### src/sv/rwlc_pkg.sv
package rwlc_pkg;

  localparam int COORD_BITS = 16;
  localparam int FRAC_BITS  = 16;
  localparam int Q_BITS     = COORD_BITS + FRAC_BITS;
  localparam int MAX_PASSES = 16;
  localparam int PASS_BITS  = $clog2(MAX_PASSES + 1);
  localparam int DIV_CNT_BITS = $clog2(Q_BITS);
  localparam int CFG_IDX_BITS = 2;

  // Register indexes of the configuration port
  localparam logic [CFG_IDX_BITS-1:0] REG_XMIN = 2'd0;
  localparam logic [CFG_IDX_BITS-1:0] REG_XMAX = 2'd1;
  localparam logic [CFG_IDX_BITS-1:0] REG_YMIN = 2'd2;
  localparam logic [CFG_IDX_BITS-1:0] REG_YMAX = 2'd3;

  // Outcode bits
  localparam logic [3:0] OC_LEFT   = 4'd1;
  localparam logic [3:0] OC_RIGHT  = 4'd2;
  localparam logic [3:0] OC_BOTTOM = 4'd4;
  localparam logic [3:0] OC_TOP    = 4'd8;

  // Window edge that a pass clips against
  localparam logic [1:0] EDGE_TOP    = 2'd0;
  localparam logic [1:0] EDGE_BOTTOM = 2'd1;
  localparam logic [1:0] EDGE_RIGHT  = 2'd2;
  localparam logic [1:0] EDGE_LEFT   = 2'd3;

  typedef struct packed {
    logic       load;       // capture a new segment
    logic       setup;      // register multiply and divide operands
    logic       mul;        // register the product
    logic       div_start;  // start the divider on the product
    logic       move;       // write the clipped point back
    logic       out_load;   // load the result register
    logic       vis;        // visible flag for out_load
    logic       sel_end;    // 0: first endpoint moves, 1: second
    logic [1:0] edge_sel;
  } cmd_t;

  typedef struct packed {
    logic [3:0] code_start;
    logic [3:0] code_end;
    logic       win_bad;
    logic       div_done;
  } status_t;

endpackage

### src/sv/rwlc_div.sv
module rwlc_div (
  input  logic                           clk,
  input  logic                           rst,
  input  logic                           start,
  input  logic [2*rwlc_pkg::Q_BITS-1:0]  dividend,
  input  logic [rwlc_pkg::Q_BITS-1:0]    divisor,
  output logic                           done,
  output logic [rwlc_pkg::Q_BITS-1:0]    quotient
);

  logic                                busy;
  logic [rwlc_pkg::DIV_CNT_BITS-1:0]   cnt;
  logic [rwlc_pkg::Q_BITS-1:0]         rem;
  logic [rwlc_pkg::Q_BITS-1:0]         low;
  logic [rwlc_pkg::Q_BITS-1:0]         dsr;
  logic [rwlc_pkg::Q_BITS:0]           trial;
  logic [rwlc_pkg::Q_BITS:0]           diff;
  logic                                qbit;

  // Upper half of the dividend stays below the divisor, so the quotient fits Q_BITS
  assign trial = {rem, low[rwlc_pkg::Q_BITS-1]};
  assign diff  = trial - {1'b0, dsr};
  assign qbit  = (trial >= {1'b0, dsr});

  always_ff @(posedge clk) begin
    if (rst) begin
      busy <= 1'b0;
      done <= 1'b0;
      cnt  <= '0;
    end else begin
      done <= 1'b0;
      if (start) begin
        busy <= 1'b1;
        cnt  <= '0;
      end else if (busy) begin
        cnt <= cnt + 1'b1;
        if (cnt == rwlc_pkg::DIV_CNT_BITS'(rwlc_pkg::Q_BITS - 1)) begin
          busy <= 1'b0;
          done <= 1'b1;
        end
      end
    end
  end

  always_ff @(posedge clk) begin
    if (start) begin
      rem <= dividend[2*rwlc_pkg::Q_BITS-1:rwlc_pkg::Q_BITS];
      low <= dividend[rwlc_pkg::Q_BITS-1:0];
      dsr <= divisor;
    end else if (busy) begin
      rem <= qbit ? diff[rwlc_pkg::Q_BITS-1:0] : trial[rwlc_pkg::Q_BITS-1:0];
      low <= {low[rwlc_pkg::Q_BITS-2:0], qbit};
    end
  end

  assign quotient = low;

endmodule

### src/sv/rwlc_datapath.sv
module rwlc_datapath (
  input  logic                                  clk,
  input  logic                                  rst,
  input  rwlc_pkg::cmd_t                        cmd,
  output rwlc_pkg::status_t                     status,
  input  logic signed [rwlc_pkg::COORD_BITS-1:0] win_xmin,
  input  logic signed [rwlc_pkg::COORD_BITS-1:0] win_xmax,
  input  logic signed [rwlc_pkg::COORD_BITS-1:0] win_ymin,
  input  logic signed [rwlc_pkg::COORD_BITS-1:0] win_ymax,
  input  logic signed [rwlc_pkg::COORD_BITS-1:0] seg_x_start,
  input  logic signed [rwlc_pkg::COORD_BITS-1:0] seg_y_start,
  input  logic signed [rwlc_pkg::COORD_BITS-1:0] seg_x_end,
  input  logic signed [rwlc_pkg::COORD_BITS-1:0] seg_y_end,
  output logic                                  visible,
  output logic signed [rwlc_pkg::COORD_BITS-1:0] clip_x_start,
  output logic signed [rwlc_pkg::COORD_BITS-1:0] clip_y_start,
  output logic signed [rwlc_pkg::COORD_BITS-1:0] clip_x_end,
  output logic signed [rwlc_pkg::COORD_BITS-1:0] clip_y_end
);

  typedef logic signed [rwlc_pkg::Q_BITS-1:0] q_t;
  typedef logic signed [rwlc_pkg::Q_BITS:0]   qx_t;

  q_t x1, y1, x2, y2;
  q_t xl, xh, yl, yh;
  q_t edge_val, edge_val_next;
  q_t base, moved;
  qx_t diff_a, diff_b, diff_d;
  logic signed [rwlc_pkg::Q_BITS+1:0] sum;
  logic [rwlc_pkg::Q_BITS-1:0]   ua, ub, ud, quot;
  logic [2*rwlc_pkg::Q_BITS-1:0] prod;
  logic neg, dzero, horiz, div_done;

  function automatic logic [3:0] outcode(input q_t x, input q_t y, input q_t xlo,
                                         input q_t xhi, input q_t ylo, input q_t yhi);
    logic [3:0] c;
    c = '0;
    if (x < xlo)      c = c | rwlc_pkg::OC_LEFT;
    else if (x > xhi) c = c | rwlc_pkg::OC_RIGHT;
    if (y < ylo)      c = c | rwlc_pkg::OC_BOTTOM;
    else if (y > yhi) c = c | rwlc_pkg::OC_TOP;
    return c;
  endfunction

  function automatic logic [rwlc_pkg::Q_BITS-1:0] magnitude(input qx_t v);
    qx_t a;
    a = v[rwlc_pkg::Q_BITS] ? -v : v;
    return a[rwlc_pkg::Q_BITS-1:0];
  endfunction

  // Truncate a fixed-point value toward zero to an integer
  function automatic logic signed [rwlc_pkg::COORD_BITS-1:0] to_int(input q_t v);
    qx_t adj;
    adj = {v[rwlc_pkg::Q_BITS-1], v}
        + (v[rwlc_pkg::Q_BITS-1] ? qx_t'((1 << rwlc_pkg::FRAC_BITS) - 1) : qx_t'(0));
    return adj[rwlc_pkg::FRAC_BITS +: rwlc_pkg::COORD_BITS];
  endfunction

  function automatic q_t to_q(input logic signed [rwlc_pkg::COORD_BITS-1:0] v);
    return {v, {rwlc_pkg::FRAC_BITS{1'b0}}};
  endfunction

  assign xl = to_q(win_xmin);
  assign xh = to_q(win_xmax);
  assign yl = to_q(win_ymin);
  assign yh = to_q(win_ymax);

  assign horiz = (cmd.edge_sel == rwlc_pkg::EDGE_TOP) ||
                 (cmd.edge_sel == rwlc_pkg::EDGE_BOTTOM);

  always_comb begin
    case (cmd.edge_sel)
      rwlc_pkg::EDGE_TOP:    edge_val_next = yh;
      rwlc_pkg::EDGE_BOTTOM: edge_val_next = yl;
      rwlc_pkg::EDGE_RIGHT:  edge_val_next = xh;
      default:               edge_val_next = xl;
    endcase
  end

  always_comb begin
    if (horiz) begin
      diff_a = qx_t'(x2) - qx_t'(x1);
      diff_b = qx_t'(edge_val_next) - qx_t'(y1);
      diff_d = qx_t'(y2) - qx_t'(y1);
    end else begin
      diff_a = qx_t'(y2) - qx_t'(y1);
      diff_b = qx_t'(edge_val_next) - qx_t'(x1);
      diff_d = qx_t'(x2) - qx_t'(x1);
    end
  end

  always_ff @(posedge clk) begin
    if (cmd.setup) begin
      ua       <= magnitude(diff_a);
      ub       <= magnitude(diff_b);
      ud       <= magnitude(diff_d);
      neg      <= diff_a[rwlc_pkg::Q_BITS] ^ diff_b[rwlc_pkg::Q_BITS] ^
                  diff_d[rwlc_pkg::Q_BITS];
      dzero    <= (diff_d == '0);
      edge_val <= edge_val_next;
    end
    if (cmd.mul) begin
      prod <= (2*rwlc_pkg::Q_BITS)'(ua) * (2*rwlc_pkg::Q_BITS)'(ub);
    end
  end

  rwlc_div u_div (
    .clk      (clk),
    .rst      (rst),
    .start    (cmd.div_start),
    .dividend (prod),
    .divisor  (ud),
    .done     (div_done),
    .quotient (quot)
  );

  // Add the signed quotient to the first endpoint's other coordinate
  always_comb begin
    base = horiz ? x1 : y1;
    if (dzero)
      sum = {{2{base[rwlc_pkg::Q_BITS-1]}}, base};
    else if (neg)
      sum = {{2{base[rwlc_pkg::Q_BITS-1]}}, base} - {2'b00, quot};
    else
      sum = {{2{base[rwlc_pkg::Q_BITS-1]}}, base} + {2'b00, quot};
    moved = sum[rwlc_pkg::Q_BITS-1:0];
  end

  always_ff @(posedge clk) begin
    if (cmd.load) begin
      x1 <= to_q(seg_x_start);
      y1 <= to_q(seg_y_start);
      x2 <= to_q(seg_x_end);
      y2 <= to_q(seg_y_end);
    end else if (cmd.move) begin
      if (!cmd.sel_end) begin
        x1 <= horiz ? moved : edge_val;
        y1 <= horiz ? edge_val : moved;
      end else begin
        x2 <= horiz ? moved : edge_val;
        y2 <= horiz ? edge_val : moved;
      end
    end
  end

  always_ff @(posedge clk) begin
    if (cmd.out_load) begin
      visible      <= cmd.vis;
      clip_x_start <= cmd.vis ? to_int(x1) : '0;
      clip_y_start <= cmd.vis ? to_int(y1) : '0;
      clip_x_end   <= cmd.vis ? to_int(x2) : '0;
      clip_y_end   <= cmd.vis ? to_int(y2) : '0;
    end
  end

  assign status.code_start = outcode(x1, y1, xl, xh, yl, yh);
  assign status.code_end   = outcode(x2, y2, xl, xh, yl, yh);
  assign status.win_bad    = (win_xmin > win_xmax) || (win_ymin > win_ymax);
  assign status.div_done   = div_done;

endmodule

### src/sv/rwlc_ctrl.sv
module rwlc_ctrl (
  input  logic              clk,
  input  logic              rst,
  input  logic              in_valid,
  output logic              in_ready,
  output logic              out_valid,
  input  logic              out_ready,
  input  rwlc_pkg::status_t status,
  output rwlc_pkg::cmd_t    cmd
);

  localparam logic [2:0] ST_IDLE  = 3'd0;
  localparam logic [2:0] ST_CHECK = 3'd1;
  localparam logic [2:0] ST_MUL   = 3'd2;
  localparam logic [2:0] ST_DIVGO = 3'd3;
  localparam logic [2:0] ST_DIV   = 3'd4;
  localparam logic [2:0] ST_DONE  = 3'd5;

  logic [2:0] state, state_next;
  logic [rwlc_pkg::PASS_BITS-1:0] pass, pass_next;
  logic       vis, vis_next;
  logic       sel_end, sel_end_next;
  logic [1:0] edge_sel, edge_sel_next;
  logic       out_valid_next;
  logic [3:0] code;
  logic       out_free;

  assign out_free = !out_valid || out_ready;
  assign in_ready = (state == ST_IDLE);
  assign code = (status.code_start != '0) ? status.code_start : status.code_end;

  always_comb begin
    state_next     = state;
    pass_next      = pass;
    vis_next       = vis;
    sel_end_next   = sel_end;
    edge_sel_next  = edge_sel;
    out_valid_next = out_valid && !out_ready;
    cmd            = '0;
    cmd.vis        = vis;
    cmd.sel_end    = sel_end;
    cmd.edge_sel   = edge_sel;

    case (state)
      ST_IDLE: begin
        if (in_valid) begin
          cmd.load   = 1'b1;
          pass_next  = '0;
          state_next = ST_CHECK;
        end
      end
      ST_CHECK: begin
        if (status.win_bad) begin
          vis_next   = 1'b0;
          state_next = ST_DONE;
        end else if (status.code_start == '0 && status.code_end == '0) begin
          vis_next   = 1'b1;
          state_next = ST_DONE;
        end else if ((status.code_start & status.code_end) != '0 ||
                     pass == rwlc_pkg::PASS_BITS'(rwlc_pkg::MAX_PASSES)) begin
          vis_next   = 1'b0;
          state_next = ST_DONE;
        end else begin
          sel_end_next = (status.code_start == '0);
          if ((code & rwlc_pkg::OC_TOP) != '0)         edge_sel_next = rwlc_pkg::EDGE_TOP;
          else if ((code & rwlc_pkg::OC_BOTTOM) != '0) edge_sel_next = rwlc_pkg::EDGE_BOTTOM;
          else if ((code & rwlc_pkg::OC_RIGHT) != '0)  edge_sel_next = rwlc_pkg::EDGE_RIGHT;
          else                                         edge_sel_next = rwlc_pkg::EDGE_LEFT;
          cmd.setup    = 1'b1;
          cmd.sel_end  = sel_end_next;
          cmd.edge_sel = edge_sel_next;
          state_next   = ST_MUL;
        end
      end
      ST_MUL: begin
        cmd.mul    = 1'b1;
        state_next = ST_DIVGO;
      end
      ST_DIVGO: begin
        cmd.div_start = 1'b1;
        state_next    = ST_DIV;
      end
      ST_DIV: begin
        if (status.div_done) begin
          cmd.move   = 1'b1;
          pass_next  = pass + 1'b1;
          state_next = ST_CHECK;
        end
      end
      ST_DONE: begin
        // Hold the result until the output register is free
        if (out_free) begin
          cmd.out_load   = 1'b1;
          out_valid_next = 1'b1;
          state_next     = ST_IDLE;
        end
      end
      default: begin
        state_next = ST_IDLE;
      end
    endcase
  end

  always_ff @(posedge clk) begin
    if (rst) begin
      state     <= ST_IDLE;
      pass      <= '0;
      vis       <= 1'b0;
      sel_end   <= 1'b0;
      edge_sel  <= rwlc_pkg::EDGE_TOP;
      out_valid <= 1'b0;
    end else begin
      state     <= state_next;
      pass      <= pass_next;
      vis       <= vis_next;
      sel_end   <= sel_end_next;
      edge_sel  <= edge_sel_next;
      out_valid <= out_valid_next;
    end
  end

  a_pass_bound: assert property (@(posedge clk) disable iff (rst)
    pass <= rwlc_pkg::PASS_BITS'(rwlc_pkg::MAX_PASSES))
    else $error("pass count beyond limit");

  a_accept_to_check: assert property (@(posedge clk) disable iff (rst)
    (in_valid && in_ready) |=> (state == ST_CHECK))
    else $error("accepted segment did not enter outcode check");

  a_div_done_in_div: assert property (@(posedge clk) disable iff (rst)
    status.div_done |-> (state == ST_DIV))
    else $error("divider finished outside divide state");

  a_no_result_overwrite: assert property (@(posedge clk) disable iff (rst)
    cmd.out_load |-> (!out_valid || out_ready))
    else $error("result register overwritten while pending");

  a_move_needs_reject_check: assert property (@(posedge clk) disable iff (rst)
    cmd.setup |-> (!status.win_bad && (status.code_start & status.code_end) == '0))
    else $error("edge move started on a rejectable segment");

endmodule

### src/sv/rect_window_line_clipper.sv
// Channel   Handshake               Payload
// cfg       cfg_valid / cfg_ready   cfg_index, cfg_data (window register write)
// in        in_valid / in_ready     seg_x_start, seg_y_start, seg_x_end, seg_y_end
// out       out_valid / out_ready   visible, clip_x_start, clip_y_start, clip_x_end, clip_y_end
//
// One segment at a time: each edge move steps through setup, one multiply, the divider start
// and a restoring divider, up to 4 moves in a proper window and 16 moves at the hard limit.
// The result register frees the input side: a new segment is taken while a result waits.
// Reset (rst, synchronous) loads the default window 0..1023 by 0..767 and empties the block.
// cfg_ready is always high; write the window only while no segment is in flight.
module rect_window_line_clipper (
  input  logic                                   clk,
  input  logic                                   rst,
  input  logic                                   cfg_valid,
  output logic                                   cfg_ready,
  input  logic [rwlc_pkg::CFG_IDX_BITS-1:0]      cfg_index,
  input  logic [rwlc_pkg::COORD_BITS-1:0]        cfg_data,
  input  logic                                   in_valid,
  output logic                                   in_ready,
  input  logic signed [rwlc_pkg::COORD_BITS-1:0] seg_x_start,
  input  logic signed [rwlc_pkg::COORD_BITS-1:0] seg_y_start,
  input  logic signed [rwlc_pkg::COORD_BITS-1:0] seg_x_end,
  input  logic signed [rwlc_pkg::COORD_BITS-1:0] seg_y_end,
  output logic                                   out_valid,
  input  logic                                   out_ready,
  output logic                                   visible,
  output logic signed [rwlc_pkg::COORD_BITS-1:0] clip_x_start,
  output logic signed [rwlc_pkg::COORD_BITS-1:0] clip_y_start,
  output logic signed [rwlc_pkg::COORD_BITS-1:0] clip_x_end,
  output logic signed [rwlc_pkg::COORD_BITS-1:0] clip_y_end
);

  logic signed [rwlc_pkg::COORD_BITS-1:0] win_xmin, win_xmax, win_ymin, win_ymax;
  rwlc_pkg::cmd_t    cmd;
  rwlc_pkg::status_t status;

  assign cfg_ready = 1'b1;

  always_ff @(posedge clk) begin
    if (rst) begin
      win_xmin <= rwlc_pkg::COORD_BITS'(0);
      win_xmax <= rwlc_pkg::COORD_BITS'(1023);
      win_ymin <= rwlc_pkg::COORD_BITS'(0);
      win_ymax <= rwlc_pkg::COORD_BITS'(767);
    end else if (cfg_valid && cfg_ready) begin
      case (cfg_index)
        rwlc_pkg::REG_XMIN: win_xmin <= cfg_data;
        rwlc_pkg::REG_XMAX: win_xmax <= cfg_data;
        rwlc_pkg::REG_YMIN: win_ymin <= cfg_data;
        rwlc_pkg::REG_YMAX: win_ymax <= cfg_data;
        default: ;
      endcase
    end
  end

  rwlc_ctrl u_ctrl (
    .clk       (clk),
    .rst       (rst),
    .in_valid  (in_valid),
    .in_ready  (in_ready),
    .out_valid (out_valid),
    .out_ready (out_ready),
    .status    (status),
    .cmd       (cmd)
  );

  rwlc_datapath u_datapath (
    .clk          (clk),
    .rst          (rst),
    .cmd          (cmd),
    .status       (status),
    .win_xmin     (win_xmin),
    .win_xmax     (win_xmax),
    .win_ymin     (win_ymin),
    .win_ymax     (win_ymax),
    .seg_x_start  (seg_x_start),
    .seg_y_start  (seg_y_start),
    .seg_x_end    (seg_x_end),
    .seg_y_end    (seg_y_end),
    .visible      (visible),
    .clip_x_start (clip_x_start),
    .clip_y_start (clip_y_start),
    .clip_x_end   (clip_x_end),
    .clip_y_end   (clip_y_end)
  );

endmodule

### config.mk
export PLATFORM = sky130hd
export DESIGN_NAME = rect_window_line_clipper
export DESIGN_NICKNAME = d
export VERILOG_FILES = /design/src/sv/rwlc_pkg.sv /design/src/sv/rwlc_div.sv /design/src/sv/rwlc_datapath.sv /design/src/sv/rwlc_ctrl.sv /design/src/sv/rect_window_line_clipper.sv
export SDC_FILE = /design/constraint.sdc
export NUM_CORES = 2
export LEC_CHECK = 0
export BUFFER_PORTS_ARGS = -buffer_cell sky130_fd_sc_hd__buf_2
export CORE_MARGIN = 10
export CORE_UTILIZATION = 60
export DETAILED_ROUTE_END_ITERATION = 8
export GPL_TIMING_DRIVEN = 1
export HOLD_SLACK_MARGIN = 0.1
export PLACE_DENSITY = 0.77
export SLEW_MARGIN = 10
export SYNTH_ARGS = -nofsm -noshare
export SYNTH_HDL_FRONTEND = slang
export SYNTH_SLANG_ARGS = --single-unit
export TNS_END_PERCENT = 20
### constraint.sdc
create_clock -name clk -period 31.7 [get_ports clk]
set_clock_uncertainty 0.05 [all_clocks]
set_input_delay 4.755 -clock clk [delete_from_list [all_inputs] [get_ports clk]]
set_output_delay 4.755 -clock clk [all_outputs]
set_load 0.02 [all_outputs]
==> impl_metrics.csv <==
group,metric,value,unit
outcome,outcome,"finished, final reports clean",
worst_setup_path,required,32.05,ns
yosys,synth_top_family_by_area,"adder cells",
die,die_w,363,um
worst_setup_path,cp-startpoint,"u_datapath.ub[3]",
sta,period_share,0.330,
place,dp_hpwl,168000,um
global_route,grt_pass1_wl,333000,um
final_layout,area_delta_synth_final,6.09,%
worst_setup_path,crit_arrival,10.80,ns
min_path,hp-start,"u_datapath.ud[23]",
sta,tightestPinTransition,1.24,ns
clock_tree,holdBufCountCts,0,
final_layout,utilization,0.643,
clock_tree,numCtsBuffers,67,
yosys,muxShareOfSynthArea,0.00973,
yosys,synth-warning-count,0,
global_route,grt-ovfl-total,0,
worst_setup_path,start_kind,"flip-flop",
yosys,yosysUniqueCellTypes,107,
place,place_area,0.0726,mm^2
yosys,synth_compound_area_frac,0.114,
yosys,synth_nets,9523,
clock_tree,clock-sinks,551,
global_route,grt_max_degree,101,
flow_run,cap_viol_max_count,0,
place,place.gp.congestion,1.00,
yosys,synth_top_flop_cell,"edfxtp_1",
routing,drt_first_pass_iters,7,
sta,rsz0062_at_grt,"no",
global_route,antenna_found_initial,6,
global_route,grt_pass1_vias,57800,
sta,finalMaxSlewViolations,0,
worst_setup_path,reg2reg_from,"u_datapath.ub[3]",
global_route,track_usage,0.324,
yosys,ys_ff_latch,551,
place,port_buffers,153,
clock_tree,htreeDepth,3,
clock_tree,worstSkewPairLatency,0.66,ns
yosys,synth-edff-count,403,
sta,holdWs,0.366,ns
yosys,syn_avg_cell_area,8.92,um^2
die,die_area,0.132,mm^2
worst_setup_path,endpoint_kind,"flip-flop",
final_layout,finalInstanceArea,0.0748,mm^2
clock_tree,clock_path_buffers,3,
min_path,min_to,"u_datapath.u_div.dsr[23]",
die,io_pins,155,
die,row_count,125,
sta,hold_viol_final,0,
worst_setup_path,critPathKind,"reg -> reg",
clock_tree,cts_setup_buffers,0,
sta,period_needed,10.45,ns
die,start_util,0.606,
sta,clock.fmax,95.7,MHz
min_path,hold_class,"reg -> reg",
clock_tree,clk_pin_slew,0.06,ns
sta,setup_viol,0,
routing,detail-route-antenna-nets,0,
final_layout,drive_gt1_frac,0.0562,
worst_setup_path,r2r-end,"u_datapath.prod[59]",
yosys,netlist_area,0.0705,mm^2
yosys,synthAdderAreaFrac,0.368,
clock_tree,cts.repair.resized,0,
sta,setup_tns,0,ns
routing,dr_total_vias,57500,
min_path,hold_depth,0,
clock_tree,cts_tree,"built",
yosys,syn-instance-count,7905,
worst_setup_path,rrSetupSlack,21.25,ns
yosys,async_reset_ff_frac,0,
worst_setup_path,crit_path_max_fanout,32,
routing,viasPerCell,6.08,
routing,drtIter0Drc,5954,
yosys,yosysSeqAreaShare,0.214,
yosys,synth_xor_area_frac,0.0450,
die,coreArea,0.116,mm^2
die,die_y,363,um
worst_setup_path,slowest_stage,"edfxtp_1",
yosys,synth-simple-area-share,0.164,
final_layout,final_nets,9487,
worst_setup_path,r2r_cells,30,
sta,max_slew_margin,0.164,
worst_setup_path,max_stage_delay,1.10,ns
clock_tree,root_buffer,"clkbuf_16",
routing,drc,0,
routing,wl_per_cell,22.5,um
routing,postRouteWirelength,213000,um
-- cell usage after synthesis (all sizes together) (25+ instances only) --
cell    number  area [um^2]
a211o       25          219
a211oi      48          365
a21o       125          938
a21oi      405         2030
a22o        56          490
a31oi       49          322
and2       296         1850
and3        46          289
buf         41          221
clkbuf     320         1200
dfxtp      148         2960
edfxtp     403        12100
fa         900        18000
ha         631         7900
inv       1232         4620
mux2i       58          584
nand2     1337         5020
nand2b      53          332
nand3       94          475
nand4       68          425
nor2       362         1360
nor2b       40          250
nor3        93          480
nor4        32          228
o21ai      329         1670
o21bai      29          218
o31ai       34          284
or3         32          210
xnor2      270         2360
xor2        92          806
-- sequential cells by signal, summed over array words and instances (netlist names), 2 cells and up --
signal	flops
u_datapath.u_div.dsr	32
u_datapath.clip_y_start	16
u_datapath.y1	32
u_datapath.ub	32
win_ymin	16
u_datapath.clip_x_end	16
u_datapath.u_div.quotient	32
u_ctrl.edge_sel	2
u_datapath.ua	32
u_datapath.edge_val	16
u_ctrl.state	3
u_datapath.y2	32
u_datapath.clip_x_start	16
u_datapath.ud	32
win_ymax	16
u_datapath.prod	64
win_xmax	16
u_ctrl.pass	5
win_xmin	16
u_datapath.u_div.rem	32
u_datapath.x2	32
u_datapath.u_div.cnt	5
u_datapath.clip_y_end	16
u_datapath.x1	32
-- layout make-up --
type                            count  area [um^2]
Antenna cell                        4         10.0
Tap cell                         1524         1910
Sequential cell                   551        15100
Clock buffer                       80         1770
Fill cell                        9543        41600
Timing Repair Buffer              256         1540
Inverter                         1232         4620
Multi-Input combinational cell   5761        49400
Clock inverter                     43          412
-- stage by stage --
step | cells | worst slack, ns
2_1_floorplan | 7905 | 15.53
3_3_place_gp | 9324 | 21.59
3_5_place_dp | 9324 | 21.56
4_1_cts | 9447 | 21.52
5_1_grt | 9447 | 20.86
6_report | 9451 | 21.25
-- worst max-delay path, delay by kind of cell (launching register included) --
family / cells / cell delay [ns]
adder cells (fa/ha/maj): 9 / 4.12
AO/OA/AOI/OAI: 8 / 3.31
flip-flops: 1 / 1.10
AND/OR/NAND/NOR: 4 / 0.93
buffers and inverters: 8 / 0.53
XOR/XNOR: 1 / 0.15
-- worst max path at each step --
stage                               end  cells after the start
floorplan             u_datapath.ub[30]                     24
finish              u_datapath.prod[59]                     30
global route        u_datapath.prod[59]                     30
global placement    u_datapath.prod[59]                     30
detailed placement  u_datapath.prod[59]                     28
CTS                 u_datapath.prod[59]                     30
-- layer usage --
metal | track usage | vias up | wire length [um]
li1 | - | 25600 | -
met1 | 0.438 | 28300 | 86200
met2 | 0.499 | 2972 | 94000
met3 | 0.0607 | 605 | 20700
met4 | 0.161 | 6 | 11900
met5 | 0 | - | 46
-- kinds of logic (layout without fill, tap and decap cells) --
| kind of cell | after synthesis | count (layout) |
|---|---|---|
| and+or+nand+nor | 2526 | 2526 |
| AOI/OAI and AO/OA | 1274 | 1274 |
| muxes | 67 | 67 |
| adders and majority gates | 1531 | 1531 |
| DFF | 551 | 551 |
| buffers and inverters | 1593 | 1611 |
| xor gates and xnor gates | 362 | 362 |
| other | 1 | 5 |
-- cells in the final DEF (no fill, tap or decap), types with 29 or more instances in the layout --
cell type / n
xnor2_1: 270
mux2i_1: 57
xor2_1: 92
fa_1: 900
buf_2: 153
a22o_1: 56
a21o_1: 125
o21bai_1: 29
nor2_1: 359
nor2b_1: 40
nand2_1: 1335
o31ai_1: 29
and2_1: 294
nand4_1: 68
nand2b_1: 52
o21ai_0: 318
ha_1: 631
and3_1: 44
inv_1: 1230
nor4_1: 29
dfxtp_1: 147
clkbuf_16: 68
a21oi_1: 405
nor3_1: 88
a211oi_1: 47
buf_4: 103
a31oi_1: 47
edfxtp_1: 403
or3_1: 30
nand3_1: 93
Power is not shown: default switching activity piles up to over one toggle a cycle in this logic, so the estimate is an artifact.
